[src/rtl/assert_macros.svh]
// assertion macros shared by the equalizer rtl
// each macro expects clk and rst_n in scope of the including module
`ifndef ASSERT_MACROS_SVH
`define ASSERT_MACROS_SVH

// condition must hold on the same clock edge as the trigger
`define SVEQ_ASSERT_SAME(label, ante, cons, msg) \
  label: assert property (@(posedge clk) disable iff (!rst_n) (ante) |-> (cons)) \
    else $error(msg);

// condition must hold on the clock after the trigger
`define SVEQ_ASSERT_NEXT(label, ante, cons, msg) \
  label: assert property (@(posedge clk) disable iff (!rst_n) (ante) |=> (cons)) \
    else $error(msg);

`endif

[src/rtl/sveq_pkg.sv]
// shared types and constants for the stereo three-band state-variable equalizer
// used by sveq_ctrl, sveq_lane, sveq_datapath and stereo_svf_three_band_eq
package sveq_pkg;

  // defaults for the top-level parameters
  localparam int CHANNELS_DEF    = 32;
  localparam int SAMPLE_BITS_DEF = 24;

  // fixed field widths
  localparam int CH_W    = 5;
  localparam int COEF_W  = 24;
  localparam int GAIN_W  = 17;
  localparam int STATE_W = 32;

  // internal arithmetic widths
  localparam int SUM_W       = STATE_W + 2;                // sum of three states
  localparam int CPROD_W     = COEF_W + 1 + STATE_W;       // coef times state
  localparam int WPROD_W     = SUM_W + GAIN_W + 1;         // sum times gain
  localparam int TOT_W       = WPROD_W + 2;                // three weighted terms
  localparam int ROUND_SHIFT = COEF_W;                     // Q0.24 product scaling
  localparam int AVG_SHIFT   = 16;                         // Q1.16 gain scaling
  localparam int T_W         = TOT_W - AVG_SHIFT;
  localparam int AVG_HALF    = 98304;                      // half of 3 * 2^16

  // configuration port
  localparam int          CFG_ADDR_W    = 3;
  localparam int          CFG_DATA_W    = 32;
  localparam logic [0:0]  REG_FREQ_COEF = 1'b0;
  localparam logic [COEF_W-1:0] COEF_RESET = 24'd435738;

  // datapath operations, one per cycle; the finish step waits while the output register is full
  typedef enum logic [3:0] {
    OP_NONE,
    OP_LOAD,
    OP_MUL_B,
    OP_LP,
    OP_HP,
    OP_MUL_H,
    OP_BP,
    OP_STORE,
    OP_WH,
    OP_WM,
    OP_WL,
    OP_WEND,
    OP_ROUND,
    OP_CLAMP,
    OP_DIV,
    OP_FIN
  } sveq_op_t;

  // controller states
  typedef enum logic [3:0] {
    ST_IDLE,
    ST_LOAD,
    ST_MUL_B,
    ST_LP,
    ST_HP,
    ST_MUL_H,
    ST_BP,
    ST_STORE,
    ST_WH,
    ST_WM,
    ST_WL,
    ST_WEND,
    ST_ROUND,
    ST_CLAMP,
    ST_DIV,
    ST_FIN
  } sveq_state_t;

  // controller to datapath
  typedef struct packed {
    logic     take;      // input word accepted this cycle
    sveq_op_t op;
    logic     acc_band;  // fold previous pass band output into its sum
  } sveq_cmd_t;

  // datapath to controller
  typedef struct packed {
    logic out_free;      // output register can take a result this cycle
  } sveq_status_t;

endpackage

[src/rtl/sveq_ctrl.sv]
// sequencer for the equalizer: steps the datapath through three filter passes,
// the weighting and the final scaling; depends on sveq_pkg
module sveq_ctrl
  import sveq_pkg::*;
(
  input  logic         clk,
  input  logic         rst_n,
  input  logic         in_tvalid,
  output logic         in_tready,
  input  sveq_status_t status,
  output sveq_cmd_t    cmd
);

  sveq_state_t state_r, state_nxt;
  logic [1:0]  pass_r, pass_nxt;

  // state and pass counter
  always_ff @(posedge clk) begin
    if (!rst_n) begin
      state_r <= ST_IDLE;
      pass_r  <= 2'd0;
    end else begin
      state_r <= state_nxt;
      pass_r  <= pass_nxt;
    end
  end

  // next state
  always_comb begin
    state_nxt = state_r;
    pass_nxt  = pass_r;
    unique case (state_r)
      ST_IDLE: begin
        if (in_tvalid) state_nxt = ST_LOAD;
      end
      ST_LOAD: begin
        pass_nxt  = 2'd0;
        state_nxt = ST_MUL_B;
      end
      ST_MUL_B: state_nxt = ST_LP;
      ST_LP:    state_nxt = ST_HP;
      ST_HP:    state_nxt = ST_MUL_H;
      ST_MUL_H: state_nxt = ST_BP;
      ST_BP: begin
        pass_nxt = pass_r + 2'd1;
        if (pass_r == 2'd2) state_nxt = ST_STORE;
        else state_nxt = ST_MUL_B;
      end
      ST_STORE: state_nxt = ST_WH;
      ST_WH:    state_nxt = ST_WM;
      ST_WM:    state_nxt = ST_WL;
      ST_WL:    state_nxt = ST_WEND;
      ST_WEND:  state_nxt = ST_ROUND;
      ST_ROUND: state_nxt = ST_CLAMP;
      ST_CLAMP: state_nxt = ST_DIV;
      ST_DIV:   state_nxt = ST_FIN;
      ST_FIN: begin
        if (status.out_free) state_nxt = ST_IDLE;
      end
      default:  state_nxt = ST_IDLE;
    endcase
  end

  // commands
  always_comb begin
    in_tready    = 1'b0;
    cmd.take     = 1'b0;
    cmd.op       = OP_NONE;
    cmd.acc_band = (pass_r != 2'd0);
    unique case (state_r)
      ST_IDLE: begin
        in_tready = 1'b1;
        cmd.take  = in_tvalid;
      end
      ST_LOAD:  cmd.op = OP_LOAD;
      ST_MUL_B: cmd.op = OP_MUL_B;
      ST_LP:    cmd.op = OP_LP;
      ST_HP:    cmd.op = OP_HP;
      ST_MUL_H: cmd.op = OP_MUL_H;
      ST_BP:    cmd.op = OP_BP;
      ST_STORE: cmd.op = OP_STORE;
      ST_WH:    cmd.op = OP_WH;
      ST_WM:    cmd.op = OP_WM;
      ST_WL:    cmd.op = OP_WL;
      ST_WEND:  cmd.op = OP_WEND;
      ST_ROUND: cmd.op = OP_ROUND;
      ST_CLAMP: cmd.op = OP_CLAMP;
      ST_DIV:   cmd.op = OP_DIV;
      ST_FIN: begin
        if (status.out_free) cmd.op = OP_FIN;
      end
      default:  cmd.op = OP_NONE;
    endcase
  end

endmodule

[config.mk]
export PLATFORM = sky130hd
export DESIGN_NAME = sveq_ctrl
export DESIGN_NICKNAME = d
export VERILOG_FILES = /design/src/rtl/assert_macros.svh /design/src/rtl/sveq_pkg.sv /design/src/rtl/sveq_ctrl.sv
export SDC_FILE = /design/constraint.sdc
export NUM_CORES = 1
export LEC_CHECK = 0
export ABC_CLOCK_PERIOD_IN_PS = 3100
export BUFFER_PORTS_ARGS = -buffer_cell sky130_fd_sc_hd__buf_2
export CORE_AREA = 2 2 39 41
export DETAILED_ROUTE_END_ITERATION = 8
export DIE_AREA = 0 0 41 43
export PLACE_DENSITY = 0.48
export SKIP_LAST_GASP = 1
export SLEW_MARGIN = 20
export SYNTH_ARGS = -nofsm -noshare
export SYNTH_HDL_FRONTEND = slang
export SYNTH_SLANG_ARGS = --single-unit
[constraint.sdc]
create_clock -name clk -period 3.1 [get_ports clk]
set_input_delay 0.155 -clock clk [delete_from_list [all_inputs] [get_ports clk]]
set_output_delay 0.155 -clock clk [all_outputs]
set_load 0.01 [all_outputs]
After elaboration in Yosys (flattened, before gate mapping)

Index checks and enable logic that the tools add are counted.

Add/sub/neg operators: 1
Equal/unequal tests: 18
Multiplexer cells: 9
Reductions and logical operators: 4

Operators with widths:

| kind                                           | number |
|---|---|
| one-hot mux 4 bit (16 select lines)            | 1 |
| one-hot mux 4 bit (15 select lines)            | 1 |
| == test 4 bit (second input constant)          | 8 |
| == test 4 x 3 -> 1 bit (second input constant) | 4 |
| 2-to-1 mux 4 bit                               | 3 |
| == test 4 x 2 -> 1 bit (second input constant) | 2 |
| == test 4 x 1 -> 1 bit (second input constant) | 1 |
| zero test 4 bit                                | 1 |
| != test 2 bit (second input constant)          | 2 |
| one-hot mux 2 bit (2 select lines)             | 1 |
| nonzero test 2 bit                             | 2 |
| 2-to-1 mux 3 bit                               | 1 |
| adder 2 x 1 -> 2 bit (second input constant)   | 1 |
| == test 2 bit (second input constant)          | 1 |
| 2-to-1 mux 1 bit                               | 2 |
| AND reduction 2 bit                            | 1 |

Register bits: 6
Output and inout bits: 7
Word-level logic and storage cells: 34

Longest topological paths before layout

Gate-level depths: netlist (run 1).

Depth after elaboration: 3
Depth in mapped cells: 5
Mapped depth without buffers: 5

Worst setup path before layout (run 1)

OpenSTA, ideal clock, no wires.

Path kind: register to output
From: reg state_r[3]
To: out cmd[5] in the netlist's numbering
Data arrival time: 1.054 ns
Data required time: 2.945 ns
Slack: 1.891 ns
Stages on the path, launching flop included: 4
Path buffers: 1
Path through: dfxtp_1 > buf_2 > nor4_2 > and2_1

RTL lines:

| item                     | line            | text |
|---|---|---|
| start: declaration       | sveq_ctrl.sv:14 | `sveq_state_t state_r, state_nxt;` |
| start signal: assignment | sveq_ctrl.sv:23 | `state_r <= state_nxt;` |
| end: declaration         | sveq_ctrl.sv:11 | `output sveq_cmd_t cmd` |

==> results of run 1 <==
[per-layer routing]
| layer | global-route usage | up-vias |
|---|---|---|
| li1 | - | 199 |
| met1 | 0.1419 | 172 |
| met2 | 0.1594 | 18 |
| met3 | 0.03141 | 5 |
| met4 | 0.1200 | 0 |
| met5 | 0 | - |
[power groups by stage]
stage | clock network [W] | registers [W] | logic [W]
after CTS | 0.0000777 | 0.0000904 | 0.0000376
after detailed placement | 0 | 0.0000921 | 0.0000373
after floorplan | 0 | 0.0000856 | 0.0000309
after global routing | 0.0000812 | 0.0000912 | 0.0000413
after global placement | 0 | 0.0000925 | 0.0000378
final | 0.0000786 | 0.0000907 | 0.0000373
[cell type report]
| class | count | area, µm² | share of cell area |
|---|---|---|---|
| Inverter | 5 | 18.77 | 0.03947 |
| Sequential cell | 6 | 120.1 | 0.2526 |
| Tap cell | 16 | 20.02 | 0.04211 |
| Timing Repair Buffer | 10 | 50.05 | 0.1053 |
| Multi-Input combinational cell | 36 | 244.0 | 0.5132 |
| Clock buffer | 3 | 22.52 | 0.04737 |
[cell usage in the layout, fill, tap and decap left out, drive strengths merged]
master / n
o31a: 1
ha: 2
o22ai: 2
nand2: 5
o311ai: 1
clkbuf: 3
a21oi: 4
inv: 5
a31oi: 2
o21ai: 1
dfxtp: 6
buf: 10
nor4: 1
and2: 4
o21a: 2
nor2b: 2
nor2: 2
nand3: 1
o221a: 2
nor3b: 1
nor3: 3
[flip-flops by register name (all words and copies together) (netlist names)]
name	flops
state_r	4
pass_r	2
[cell families (layout without fill, tap and decap cells)]
group                      after synthesis  in the layout  share of synthesized area
buffers and inverters                    8             18                    0.09061
AOI/OAI and AO/OA                       15             15                     0.2625
and+or+nand+nor                         19             19                     0.2844
adders and majority gates                2              2                    0.06249
DFF                                      6              6                     0.3000
[worst paths after layout]
| kind | from | endpoint | slack [ns] |
|---|---|---|---|
| setup / recovery | state_r[3]$_SDFFE_PN0P_ | cmd[2] | 1.49 |
| hold / removal | rst_n | state_r[1]$_SDFFE_PN0P_ | 0.19 |
| hold reg to reg | pass_r[1]$_SDFFE_PN0P_ | pass_r[1]$_SDFFE_PN0P_ | 0.56 |
| setup reg to reg | state_r[0]$_SDFFE_PN0P_ | pass_r[0]$_SDFFE_PN0P_ | 1.83 |
[worst max-delay path, cell delays in order (launching register included)]
cell and delay [ns]:
sky130_fd_sc_hd__dfxtp_1 0.52, sky130_fd_sc_hd__nor2b_1 0.28, sky130_fd_sc_hd__nand2_1 0.10, sky130_fd_sc_hd__o21a_1 0.18
sky130_fd_sc_hd__buf_2 0.13
[stage by stage]
stage | cell area (µm²) | utilization | total power [W]
3_5_place_dp | 452.9 | 0.3273 | 0.0001294
6_report | 475.5 | 0.3436 | 0.0002066
4_1_cts | 475.5 | 0.3436 | 0.0002057
3_3_place_gp | 452.9 | 0.3273 | 0.0001303
5_1_grt | 475.5 | 0.3436 | 0.0002137
2_1_floorplan | 400.4 | - | 0.0001165
==> report_table.html, run 1 <==
<table>
<tr><th>Metric</th><th>Value</th></tr>
<tr><th colspan="2">STA</th></tr>
<tr><td>Final count of hold timing violations</td><td>0</td></tr>
<tr><td>Worst hold margin</td><td>0.1892 ns</td></tr>
<tr><td>Setup repair after global routing missed its margin</td><td>no</td></tr>
<tr><td>Final critical-path share of the clock period</td><td>0.5209</td></tr>
<tr><td>Setup TNS</td><td>0 ns</td></tr>
<tr><td>Fin Clk Skew</td><td>0.006362 ns</td></tr>
<tr><td>Time the final worst path needs with I/O delays and setup</td><td>1.615 ns</td></tr>
<tr><td>Total setup violations reported at the end of the flow</td><td>0</td></tr>
<tr><td>Maximum frequency from static timing analysis</td><td>619.3 MHz</td></tr>
<tr><td>Pins Over Slew Limit</td><td>0</td></tr>
<tr><td>Min setup slack post-route</td><td>1.485 ns</td></tr>
<tr><td>Worst slew margin</td><td>0.7555</td></tr>
<tr><td>Worst Max-Slew Pin Slew</td><td>0.3663 ns</td></tr>
<tr><th colspan="2">Power and ir drop</th></tr>
<tr><td>Logic gate share of total power</td><td>0.180</td></tr>
<tr><td>Maximum resistive drop on vdd</td><td>0.0001349 V</td></tr>
<tr><td>Switching power of the nets</td><td>0.00006326 W</td></tr>
<tr><td>Switching portion of total power</td><td>0.3061</td></tr>
<tr><td>Share of power burned in registers</td><td>0.439</td></tr>
<tr><td>Pwr per Cell Area</td><td>434.6 mW/mm²</td></tr>
<tr><td>Clock group share of total power</td><td>0.381</td></tr>
<tr><td>Leakage power</td><td>0.2039 nW</td></tr>
<tr><td>P_int</td><td>0.0001434 W</td></tr>
<tr><th colspan="2">Global route</th></tr>
<tr><td>Total routing resource utilization after global routing</td><td>0.1196</td></tr>
<tr><td>Via count of the first global-routing pass</td><td>323</td></tr>
<tr><td>Antenna violations before repair</td><td>0</td></tr>
<tr><td>Wire length of the first global-routing pass</td><td>1338 µm</td></tr>
<tr><td>Maximum number of pins on one net before global-route repair</td><td>11</td></tr>
<tr><td>GR Overflow Total</td><td>0</td></tr>
<tr><th colspan="2">Worst setup path</th></tr>
<tr><td>Arrival time at the worst endpoint</td><td>1.46 ns</td></tr>
<tr><td>Maximum fanout encountered on the critical timing path</td><td>10</td></tr>
<tr><td>Critical path start-end classification</td><td>reg2out</td></tr>
<tr><td>Data required, critical path</td><td>2.94 ns</td></tr>
<tr><td>Type of element launching the critical path</td><td>register</td></tr>
<tr><td>Type of element capturing the critical path</td><td>primary output</td></tr>
<tr><td>Length in cells of the worst reg-to-reg path</td><td>3</td></tr>
<tr><th colspan="2">Layout</th></tr>
<tr><td>Final Net Count</td><td>68</td></tr>
<tr><td>Number of fill cells in the layout</td><td>148</td></tr>
<tr><td>Ratio of cells with drive above 1 in the final layout</td><td>0.3000</td></tr>
<tr><td>Cell Count, Final, Fillers Out</td><td>76</td></tr>
<tr><td>Number of diodes</td><td>0</td></tr>
<tr><td>Area Overhead vs Synth</td><td>18.75%</td></tr>
<tr><th colspan="2">Outcome</th></tr>
<tr><td>Status</td><td>finished, final reports clean</td></tr>
<tr><th colspan="2">Routing</th></tr>
<tr><td>Top layer reached by signal wires</td><td>met4</td></tr>
<tr><td>Post-DR wirelength/cell</td><td>11.28 µm</td></tr>
<tr><td>Iteration count of the initial detailed-routing pass</td><td>4</td></tr>
<tr><td>Met2 wire len</td><td>366 µm</td></tr>
<tr><td>Final antenna-violating net count</td><td>0</td></tr>
<tr><td>Met1 Wirelength</td><td>395 µm</td></tr>
<tr><td>Met3 wire length</td><td>57 µm</td></tr>
<tr><td>Via count</td><td>394</td></tr>
<tr><td>Detail-routed via count per cell</td><td>5.184</td></tr>
<tr><td>Violation count after the first detailed-routing iteration</td><td>6</td></tr>
<tr><td>DRT Wirelength</td><td>857 µm</td></tr>
<tr><td>Remaining routing DRC violations</td><td>0</td></tr>
<tr><th colspan="2">Synth</th></tr>
<tr><td>Top FF cell, synth</td><td>sky130_fd_sc_hd__dfxtp_1</td></tr>
<tr><td>Yosys top cell by area</td><td>sky130_fd_sc_hd__dfxtp_1</td></tr>
<tr><td>Post-synthesis net count</td><td>56</td></tr>
<tr><td>Share of the yosys chip area belonging to registers</td><td>0.3000</td></tr>
<tr><td>Synth Register Bits</td><td>6</td></tr>
<tr><td>Most numerous cell in the Yosys netlist</td><td>sky130_fd_sc_hd__dfxtp_1</td></tr>
<tr><td>Yosys cell types</td><td>25</td></tr>
<tr><td>Share of async-settable or async-resettable flops after synthesis</td><td>0</td></tr>
<tr><td>Share of Yosys cell area claimed by the top area cell type</td><td>0.3000</td></tr>
<tr><td>Count of yosys warnings during synthesis</td><td>0</td></tr>
<tr><td>Netlist Area Pre-Place</td><td>400.4 µm²</td></tr>
<tr><td>Syn Area/Cell</td><td>8.008 µm²</td></tr>
<tr><td>Mapped Cells</td><td>50</td></tr>
<tr><td>Number of synthesized flops with an enable pin</td><td>0</td></tr>
<tr><td>Leading post-synthesis cells by cell area</td><td>sky130_fd_sc_hd__dfxtp_1 30%, sky130_fd_sc_hd__ha_1 6.3%, sky130_fd_sc_hd__o221a_1 5.6%</td></tr>
<tr><td>Top post-synthesis cells by count</td><td>6 x sky130_fd_sc_hd__dfxtp_1, 4 x sky130_fd_sc_hd__a21oi_1, 4 x sky130_fd_sc_hd__inv_1, 4 x sky130_fd_sc_hd__nand2_1, 3 x sky130_fd_sc_hd__and2_1</td></tr>
<tr><th colspan="2">Clock network</th></tr>
<tr><td>CTS tree</td><td>yes</td></tr>
<tr><td>Number of clock sinks</td><td>6</td></tr>
<tr><td>Worst-case clock buffer depth</td><td>2</td></tr>
<tr><td>Clock latency on the worst-skew pair</td><td>0.26 ns</td></tr>
<tr><td>Clock tree root driver cell</td><td>sky130_fd_sc_hd__clkbuf_4</td></tr>
<tr><td>Clock edge transition at the registers on the reported setup and hold paths</td><td>0.05 ns</td></tr>
<tr><td>CTS buffer count</td><td>3</td></tr>
<tr><td>Number of H-tree branching levels</td><td>1</td></tr>
<tr><td># resized after CTS</td><td>0</td></tr>
<tr><td>Post-CTS Hold Fix Bufs</td><td>0</td></tr>
<tr><td>Setup repair bufs after CTS</td><td>0</td></tr>
<tr><th colspan="2">Floorplan</th></tr>
<tr><td>Placeable core region</td><td>0.001384 mm²</td></tr>
<tr><td>DIE AREA</td><td>0.001763 mm²</td></tr>
<tr><td>Row count</td><td>14</td></tr>
<tr><td>Initial Utilization</td><td>0.2893</td></tr>
<tr><td>Horizontal extent of the die</td><td>41 µm</td></tr>
<tr><td>Die Span Y</td><td>43 µm</td></tr>
<tr><td>Io pins</td><td>11</td></tr>
<tr><th colspan="2">Place</th></tr>
<tr><td>Placed wire-length estimate</td><td>614.6 µm</td></tr>
<tr><td>Setup Slack @ Placement</td><td>1.778 ns</td></tr>
<tr><td>Weighted congestion at the end of routability-driven global placement</td><td>0.7774</td></tr>
<tr><td>Number of instances in the placed design</td><td>73</td></tr>
<tr><td>Port bufs</td><td>10</td></tr>
<tr><th colspan="2">Run</th></tr>
<tr><td>Number of max-cap violations</td><td>0</td></tr>
<tr><th colspan="2">Hold path</th></tr>
<tr><td>Class of the most critical hold timing path</td><td>in2reg</td></tr>
<tr><td>Worst Hold Path Cells</td><td>3</td></tr>
</table>
Note: power is estimated with default switching activity, not from simulation.
==> inputs of run 2 (changes only) <==
--- a/config.mk
+++ b/config.mk
@@ -5,7 +5,7 @@
 export SDC_FILE = /design/constraint.sdc
 export NUM_CORES = 1
 export LEC_CHECK = 0
-export ABC_CLOCK_PERIOD_IN_PS = 3100
+export ABC_CLOCK_PERIOD_IN_PS = 1500
 export BUFFER_PORTS_ARGS = -buffer_cell sky130_fd_sc_hd__buf_2
 export CORE_AREA = 2 2 39 41
 export DETAILED_ROUTE_END_ITERATION = 8
==> constraint.sdc (replaced) <==
create_clock -name clk -period 1.5 [get_ports clk]
set_input_delay 0.075 -clock clk [delete_from_list [all_inputs] [get_ports clk]]
set_output_delay 0.075 -clock clk [all_outputs]
set_load 0.01 [all_outputs]
==> report_table.html, run 2 (synthesized netlist as in run 1, its figures left out) <==
<table>
<tr><th>Metric</th><th>Value</th></tr>
<tr><th colspan="2">Power and ir drop</th></tr>
<tr><td>Logic gate share of total power</td><td>0.198</td></tr>
<tr><td>Maximum resistive drop on vdd</td><td>0.0002593 V</td></tr>
<tr><td>Leakage power</td><td>0.2095 nW</td></tr>
<tr><td>Power Total</td><td>0.0004256 W</td></tr>
<tr><td>Share of power burned in registers</td><td>0.433</td></tr>
<tr><td>Clock group share of total power</td><td>0.370</td></tr>
<tr><td>Pwr per Cell Area</td><td>874.4 mW/mm²</td></tr>
<tr><td>Switching portion of total power</td><td>0.2961</td></tr>
<tr><td>Switching power of the nets</td><td>0.0001260 W</td></tr>
<tr><td>P_int</td><td>0.0002996 W</td></tr>
<tr><th colspan="2">Floorplan</th></tr>
<tr><td>Io pins</td><td>11</td></tr>
<tr><td>DIE AREA</td><td>0.001763 mm²</td></tr>
<tr><td>Horizontal extent of the die</td><td>41 µm</td></tr>
<tr><td>Placeable core region</td><td>0.001384 mm²</td></tr>
<tr><td>Initial Utilization</td><td>0.2893</td></tr>
<tr><td>Row count</td><td>14</td></tr>
<tr><td>Die Span Y</td><td>43 µm</td></tr>
<tr><th colspan="2">Global route</th></tr>
<tr><td>GR Overflow Total</td><td>0</td></tr>
<tr><td>Maximum number of pins on one net before global-route repair</td><td>11</td></tr>
<tr><td>Wire length of the first global-routing pass</td><td>1442 µm</td></tr>
<tr><td>Via count of the first global-routing pass</td><td>331</td></tr>
<tr><td>Antenna violations before repair</td><td>0</td></tr>
<tr><td>Total routing resource utilization after global routing</td><td>0.1315</td></tr>
<tr><th colspan="2">Layout</th></tr>
<tr><td>Leading registers by flop count</td><td>state_r (4), pass_r (2)</td></tr>
<tr><td>Flip-flop count of the largest register after layout</td><td>4</td></tr>
<tr><td>Final Net Count</td><td>69</td></tr>
<tr><td>Register name with the most flops</td><td>state_r</td></tr>
<tr><td>Share of the core filled with cells</td><td>0.3517</td></tr>
<tr><td>Ratio of cells with drive above 1 in the final layout</td><td>0.3443</td></tr>
<tr><td>Most common library cell in the layout ignoring fill and taps</td><td>sky130_fd_sc_hd__buf_2</td></tr>
<tr><td>Highest-count cells in the layout ignoring fill and taps</td><td>10 x sky130_fd_sc_hd__buf_2, 5 x sky130_fd_sc_hd__dfxtp_1, 4 x sky130_fd_sc_hd__inv_1, 4 x sky130_fd_sc_hd__a21oi_1, 4 x sky130_fd_sc_hd__nand2_1</td></tr>
<tr><td>Area of all placed cells without fillers</td><td>486.7 µm²</td></tr>
<tr><td>Number of diodes</td><td>0</td></tr>
<tr><td>Area Overhead vs Synth</td><td>21.56%</td></tr>
<tr><th colspan="2">Worst setup path</th></tr>
<tr><td>Cells traversed along the worst timing path</td><td>and2_1 -&gt; nand2_1 -&gt; and2_1 -&gt; buf_2</td></tr>
<tr><td>Data required, critical path</td><td>1.42 ns</td></tr>
<tr><td>Slowest cell delay on critical path</td><td>0.47 ns</td></tr>
<tr><td>Critical path start-end classification</td><td>reg2out</td></tr>
<tr><td>Arrival time at the worst endpoint</td><td>1.30 ns</td></tr>
<tr><td>Length in cells of the worst reg-to-reg path</td><td>5</td></tr>
<tr><td>Type of element launching the critical path</td><td>register</td></tr>
<tr><td>Most used cell along the critical path</td><td>sky130_fd_sc_hd__and2_1</td></tr>
<tr><td>Type of element capturing the critical path</td><td>primary output</td></tr>
<tr><td>Maximum fanout encountered on the critical timing path</td><td>8</td></tr>
<tr><td>Cell with the largest stage delay on the worst path</td><td>sky130_fd_sc_hd__dfxtp_1</td></tr>
<tr><th colspan="2">STA</th></tr>
<tr><td>Setup repair after global routing missed its margin</td><td>no</td></tr>
<tr><td>Final count of hold timing violations</td><td>0</td></tr>
<tr><td>Worst Max-Slew Pin Slew</td><td>0.3463 ns</td></tr>
<tr><td>Setup TNS</td><td>0 ns</td></tr>
<tr><td>Pins Over Slew Limit</td><td>0</td></tr>
<tr><td>Worst slew margin</td><td>0.7662</td></tr>
<tr><td>Total setup violations reported at the end of the flow</td><td>0</td></tr>
<tr><td>Final critical-path share of the clock period</td><td>0.9167</td></tr>
<tr><td>Maximum frequency from static timing analysis</td><td>727.3 MHz</td></tr>
<tr><td>Time the final worst path needs with I/O delays and setup</td><td>1.375 ns</td></tr>
<tr><td>Fin Clk Skew</td><td>0.001255 ns</td></tr>
<tr><th colspan="2">Outcome</th></tr>
<tr><td>Status</td><td>finished, final reports clean</td></tr>
<tr><th colspan="2">Clock network</th></tr>
<tr><td>Worst-case clock buffer depth</td><td>2</td></tr>
<tr><td>Clock latency on the worst-skew pair</td><td>0.25 ns</td></tr>
<tr><td>Clock edge transition at the registers on the reported setup and hold paths</td><td>0.05 ns</td></tr>
<tr><td>Number of H-tree branching levels</td><td>1</td></tr>
<tr><td>Number of clock sinks</td><td>6</td></tr>
<tr><td>CTS tree</td><td>yes</td></tr>
<tr><td>Clock tree root driver cell</td><td>sky130_fd_sc_hd__clkbuf_4</td></tr>
<tr><td>Setup repair bufs after CTS</td><td>0</td></tr>
<tr><td>CTS buffer count</td><td>3</td></tr>
<tr><th colspan="2">Place</th></tr>
<tr><td>Port bufs</td><td>10</td></tr>
<tr><td>Placed wire-length estimate</td><td>638.2 µm</td></tr>
<tr><td>Weighted congestion at the end of routability-driven global placement</td><td>0.7852</td></tr>
<tr><td>Post-Place Cell Area</td><td>460.4 µm²</td></tr>
<tr><th colspan="2">Hold path</th></tr>
<tr><td>Class of the most critical hold timing path</td><td>in2reg</td></tr>
<tr><td>Worst Hold Path Cells</td><td>3</td></tr>
<tr><th colspan="2">Routing</th></tr>
<tr><td>Remaining routing DRC violations</td><td>0</td></tr>
<tr><td>Final antenna-violating net count</td><td>0</td></tr>
<tr><td>DRT Wirelength</td><td>844 µm</td></tr>
<tr><td>Post-DR wirelength/cell</td><td>10.96 µm</td></tr>
<tr><td>Iteration count of the initial detailed-routing pass</td><td>4</td></tr>
<tr><td>Via count</td><td>400</td></tr>
<tr><td>Violation count after the first detailed-routing iteration</td><td>9</td></tr>
<tr><td>Detail-routed via count per cell</td><td>5.195</td></tr>
<tr><th colspan="2">Run</th></tr>
<tr><td>Number of max-cap violations</td><td>0</td></tr>
</table>
## run 2: cell types whose count changed in the layout (fill, tap and decap cells not counted), sizes merged
| cell | delta |
|---|---|
| buf | +1 |
## run 2: worst paths after layout
path / from / end / slack [ns]
max: state_r[1]$_SDFFE_PN0P_ / cmd[3] / 0.12
min: rst_n / state_r[1]$_SDFFE_PN0P_ / 0.12
max reg2reg: pass_r[0]$_SDFFE_PN0P_ / pass_r[1]$_SDFFE_PN0P_ / 0.29
min reg2reg: state_r[3]$_SDFFE_PN0P_ / state_r[0]$_SDFFE_PN0P_ / 0.56
## run 2: worst max-delay path, delay by kind of cell (launching register included)
family	cells	cell delay, ns
AND/OR/NAND/NOR	3	0.45
flip-flops	1	0.47
buffers and inverters	1	0.13
## run 2: repair_timing
action / 4_1_cts / 5_1_grt
setup endpoints to repair: 1 / 1
cloned: 0 / 0
hold buffers: 0 / 0
gates resized for setup: 1 / 1
## run 2: final cells by class
cell class                 instances  area (µm²)
clock buffer                       3       22.52
fill                             144       897.1
inverter                           5       18.77
multi-input combinational         36       246.5
sequential                         6       121.4
tap                               16       20.02
timing repair buffer              11       57.56
## run 2: routing by layer
layer	wire [µm]	up-vias	track usage
li1	-	203	-
met1	404	186	0.1736
met2	400	9	0.1438
met3	23	2	0.04712
met4	16	0	0.1467
met5	0	-	0
## run 2: through the flow
| step | hold slack [ns] | cells | setup slack (ns) |
|---|---|---|---|
| 6_report | 0.1238 | 77 | 0.1250 |
| 5_1_grt | 0.1263 | 77 | 0.02915 |
| 4_1_cts | 0.1148 | 77 | 0.1044 |
| 3_5_place_dp | 0.3807 | 74 | 0.2604 |
| 3_3_place_gp | 0.3827 | 74 | 0.2828 |
| 2_1_floorplan | 0.2073 | 50 | 0.3715 |
## run 2: power groups by stage
stage	Sequential [W]	Combinational, W	Clock (W)
final	0.000184	0.0000841	0.000157
after global routing	0.000186	0.0000930	0.000174
after CTS	0.000184	0.0000846	0.000164
after detailed placement	0.000187	0.0000845	0
after global placement	0.000188	0.0000850	0
after floorplan	0.000177	0.0000638	0
==> inputs of run 3 (changes only) <==
--- a/config.mk
+++ b/config.mk
@@ -7,10 +7,12 @@
 export LEC_CHECK = 0
 export ABC_CLOCK_PERIOD_IN_PS = 1500
 export BUFFER_PORTS_ARGS = -buffer_cell sky130_fd_sc_hd__buf_2
+export CELL_PAD_IN_SITES_DETAIL_PLACEMENT = 0
+export CELL_PAD_IN_SITES_GLOBAL_PLACEMENT = 1
 export CORE_AREA = 2 2 39 41
 export DETAILED_ROUTE_END_ITERATION = 8
 export DIE_AREA = 0 0 41 43
-export PLACE_DENSITY = 0.48
+export PLACE_DENSITY = 0.63
 export SKIP_LAST_GASP = 1
 export SLEW_MARGIN = 20
 export SYNTH_ARGS = -nofsm -noshare
==> report_table.html, run 3 (synthesized netlist as in run 1, its figures left out) <==
<table>
<tr><th>Metric</th><th>Value</th></tr>
<tr><th colspan="2">Outcome</th></tr>
<tr><td>Status</td><td>finished, final reports clean</td></tr>
<tr><th colspan="2">Place</th></tr>
<tr><td>Port bufs</td><td>10</td></tr>
<tr><td>Placed wire-length estimate</td><td>625.2 µm</td></tr>
<tr><td>Setup Slack @ Placement</td><td>0.2200 ns</td></tr>
<tr><td>Weighted congestion at the end of routability-driven global placement</td><td>0.7520</td></tr>
<tr><th colspan="2">Routing</th></tr>
<tr><td>DRT Wirelength</td><td>908 µm</td></tr>
<tr><td>Iteration count of the initial detailed-routing pass</td><td>2</td></tr>
<tr><td>Via count</td><td>378</td></tr>
<tr><td>Final antenna-violating net count</td><td>0</td></tr>
<tr><td>Remaining routing DRC violations</td><td>0</td></tr>
<tr><td>Post-DR wirelength/cell</td><td>11.95 µm</td></tr>
<tr><td>Detail-routed via count per cell</td><td>4.974</td></tr>
<tr><td>Violation count after the first detailed-routing iteration</td><td>5</td></tr>
<tr><th colspan="2">STA</th></tr>
<tr><td>Pins Over Slew Limit</td><td>0</td></tr>
<tr><td>Final count of hold timing violations</td><td>0</td></tr>
<tr><td>Setup TNS</td><td>0 ns</td></tr>
<tr><td>Maximum frequency from static timing analysis</td><td>717.6 MHz</td></tr>
<tr><td>Total setup violations reported at the end of the flow</td><td>0</td></tr>
<tr><td>Fin Clk Skew</td><td>0.01028 ns</td></tr>
<tr><td>Worst Max-Slew Pin Slew</td><td>0.3378 ns</td></tr>
<tr><td>Worst slew margin</td><td>0.7745</td></tr>
<tr><td>Worst hold margin</td><td>0.1332 ns</td></tr>
<tr><td>Setup repair after global routing missed its margin</td><td>no</td></tr>
<tr><td>Final critical-path share of the clock period</td><td>0.9291</td></tr>
<tr><td>Min setup slack post-route</td><td>0.1064 ns</td></tr>
<tr><td>Time the final worst path needs with I/O delays and setup</td><td>1.394 ns</td></tr>
<tr><th colspan="2">Global route</th></tr>
<tr><td>Maximum number of pins on one net before global-route repair</td><td>11</td></tr>
<tr><td>Via count of the first global-routing pass</td><td>312</td></tr>
<tr><td>GR Overflow Total</td><td>0</td></tr>
<tr><td>Antenna violations before repair</td><td>0</td></tr>
<tr><td>Total routing resource utilization after global routing</td><td>0.1246</td></tr>
<tr><td>Wire length of the first global-routing pass</td><td>1407 µm</td></tr>
<tr><th colspan="2">Floorplan</th></tr>
<tr><td>Row count</td><td>14</td></tr>
<tr><td>Io pins</td><td>11</td></tr>
<tr><td>Initial Utilization</td><td>0.2893</td></tr>
<tr><td>Horizontal extent of the die</td><td>41 µm</td></tr>
<tr><td>Placeable core region</td><td>0.001384 mm²</td></tr>
<tr><td>DIE AREA</td><td>0.001763 mm²</td></tr>
<tr><td>Die Span Y</td><td>43 µm</td></tr>
<tr><th colspan="2">Power and ir drop</th></tr>
<tr><td>Pwr per Cell Area</td><td>875.8 mW/mm²</td></tr>
<tr><td>P_int</td><td>0.0002967 W</td></tr>
<tr><td>Maximum resistive drop on vdd</td><td>0.0003941 V</td></tr>
<tr><td>Switching portion of total power</td><td>0.2949</td></tr>
<tr><td>Leakage power</td><td>0.2046 nW</td></tr>
<tr><td>Logic gate share of total power</td><td>0.183</td></tr>
<tr><td>Clock group share of total power</td><td>0.370</td></tr>
<tr><td>Switching power of the nets</td><td>0.0001241 W</td></tr>
<tr><td>Share of power burned in registers</td><td>0.447</td></tr>
<tr><th colspan="2">Clock network</th></tr>
<tr><td>CTS tree</td><td>yes</td></tr>
<tr><td>CTS buffer count</td><td>3</td></tr>
<tr><td>Number of clock sinks</td><td>6</td></tr>
<tr><td>Worst-case clock buffer depth</td><td>2</td></tr>
<tr><td>Clock latency on the worst-skew pair</td><td>0.25 ns</td></tr>
<tr><td>Clock tree root driver cell</td><td>sky130_fd_sc_hd__clkbuf_4</td></tr>
<tr><td>Clock edge transition at the registers on the reported setup and hold paths</td><td>0.05 ns</td></tr>
<tr><td>Number of H-tree branching levels</td><td>1</td></tr>
<tr><th colspan="2">Layout</th></tr>
<tr><td>Most common library cell in the layout ignoring fill and taps</td><td>sky130_fd_sc_hd__buf_2</td></tr>
<tr><td>Flip-flop count of the largest register after layout</td><td>4</td></tr>
<tr><td>Highest-count cells in the layout ignoring fill and taps</td><td>10 x sky130_fd_sc_hd__buf_2, 4 x sky130_fd_sc_hd__inv_1, 4 x sky130_fd_sc_hd__a21oi_1, 4 x sky130_fd_sc_hd__nand2_1, 4 x sky130_fd_sc_hd__dfxtp_1</td></tr>
<tr><td>Leading registers by flop count</td><td>state_r (4), pass_r (2)</td></tr>
<tr><td>Ratio of cells with drive above 1 in the final layout</td><td>0.3500</td></tr>
<tr><td>Number of diodes</td><td>0</td></tr>
<tr><td>Register name with the most flops</td><td>state_r</td></tr>
<tr><td>Number of fill cells in the layout</td><td>157</td></tr>
<tr><td>Area Overhead vs Synth</td><td>20.00%</td></tr>
<tr><td>Final Net Count</td><td>68</td></tr>
<tr><th colspan="2">Worst setup path</th></tr>
<tr><td>Type of element launching the critical path</td><td>register</td></tr>
<tr><td>Type of element capturing the critical path</td><td>primary output</td></tr>
<tr><td>Arrival time at the worst endpoint</td><td>1.32 ns</td></tr>
<tr><td>Maximum fanout encountered on the critical timing path</td><td>10</td></tr>
<tr><td>Critical path start-end classification</td><td>reg2out</td></tr>
<tr><td>Data required, critical path</td><td>1.42 ns</td></tr>
<tr><th colspan="2">Hold path</th></tr>
<tr><td>Class of the most critical hold timing path</td><td>in2reg</td></tr>
<tr><th colspan="2">Run</th></tr>
<tr><td>Number of max-cap violations</td><td>0</td></tr>
</table>
-- run 3: power groups by stage --
| stage | registers [W] | clock network, W | logic [W] |
|---|---|---|---|
| after floorplan | 0.000177 | 0 | 0.0000638 |
| after global placement | 0.000191 | 0 | 0.0000785 |
| after detailed placement | 0.000190 | 0 | 0.0000770 |
| after CTS | 0.000187 | 0.000162 | 0.0000781 |
| after global routing | 0.000190 | 0.000171 | 0.0000844 |
| final | 0.000188 | 0.000156 | 0.0000772 |
-- run 3: final cells by class --
type	count	area (µm²)	share of cell area
tap	16	20.02	0.04167
clock buffer	3	22.52	0.04687
sequential	6	122.6	0.2552
inverter	5	18.77	0.03906
timing repair buffer	10	50.05	0.1042
multi-input combinational	36	246.5	0.5130
-- run 3: path summary, 6_finish.rpt --
| check | start | slack [ns] | endpoint | cells past startpoint |
|---|---|---|---|---|
| setup / recovery | state_r[3]$_SDFFE_PN0P_ | 0.11 | cmd[2] | 4 |
| hold reg to reg | pass_r[0]$_SDFFE_PN0P_ | 0.56 | pass_r[0]$_SDFFE_PN0P_ | 1 |
| hold / removal | rst_n | 0.13 | state_r[3]$_SDFFE_PN0P_ | 3 |
| setup reg to reg | pass_r[0]$_SDFFE_PN0P_ | 0.30 | pass_r[1]$_SDFFE_PN0P_ | 5 |
-- run 3: routing by layer --
layer,vias to the layer above,part of all wire,global-route usage
met4,0,0.015,0.08000
met5,-,0,0
li1,198,-,-
met3,2,0.030,0.06283
met1,170,0.51,0.1774
met2,8,0.44,0.1406
-- run 3: per-stage QoR --
stage	total power, W	cell area, µm²	instances	util
after CTS	0.0004272	476.7	76	0.3445
after floorplan	0.0002408	400.4	50	-
after detailed placement	0.0002673	452.9	73	0.3273
after global routing	0.0004449	480.5	76	0.3472
final	0.0004208	480.5	76	0.3472
after global placement	0.0002694	452.9	73	0.3273
-- run 3: worst max-delay path, cell delays in order, from the launching register on --
cell	delay, ns
sky130_fd_sc_hd__dfxtp_2	0.45
sky130_fd_sc_hd__nor2b_2	0.23
sky130_fd_sc_hd__nand2_1	0.09
sky130_fd_sc_hd__o21a_1	0.18
sky130_fd_sc_hd__buf_2	0.13
-- run 3: repair_timing --
item                                    4_1_cts  5_1_grt
hold buffers                                  0        0
gates resized for setup                       1        2
buffers inserted                              0        0
endpoints found under the setup margin        2        3
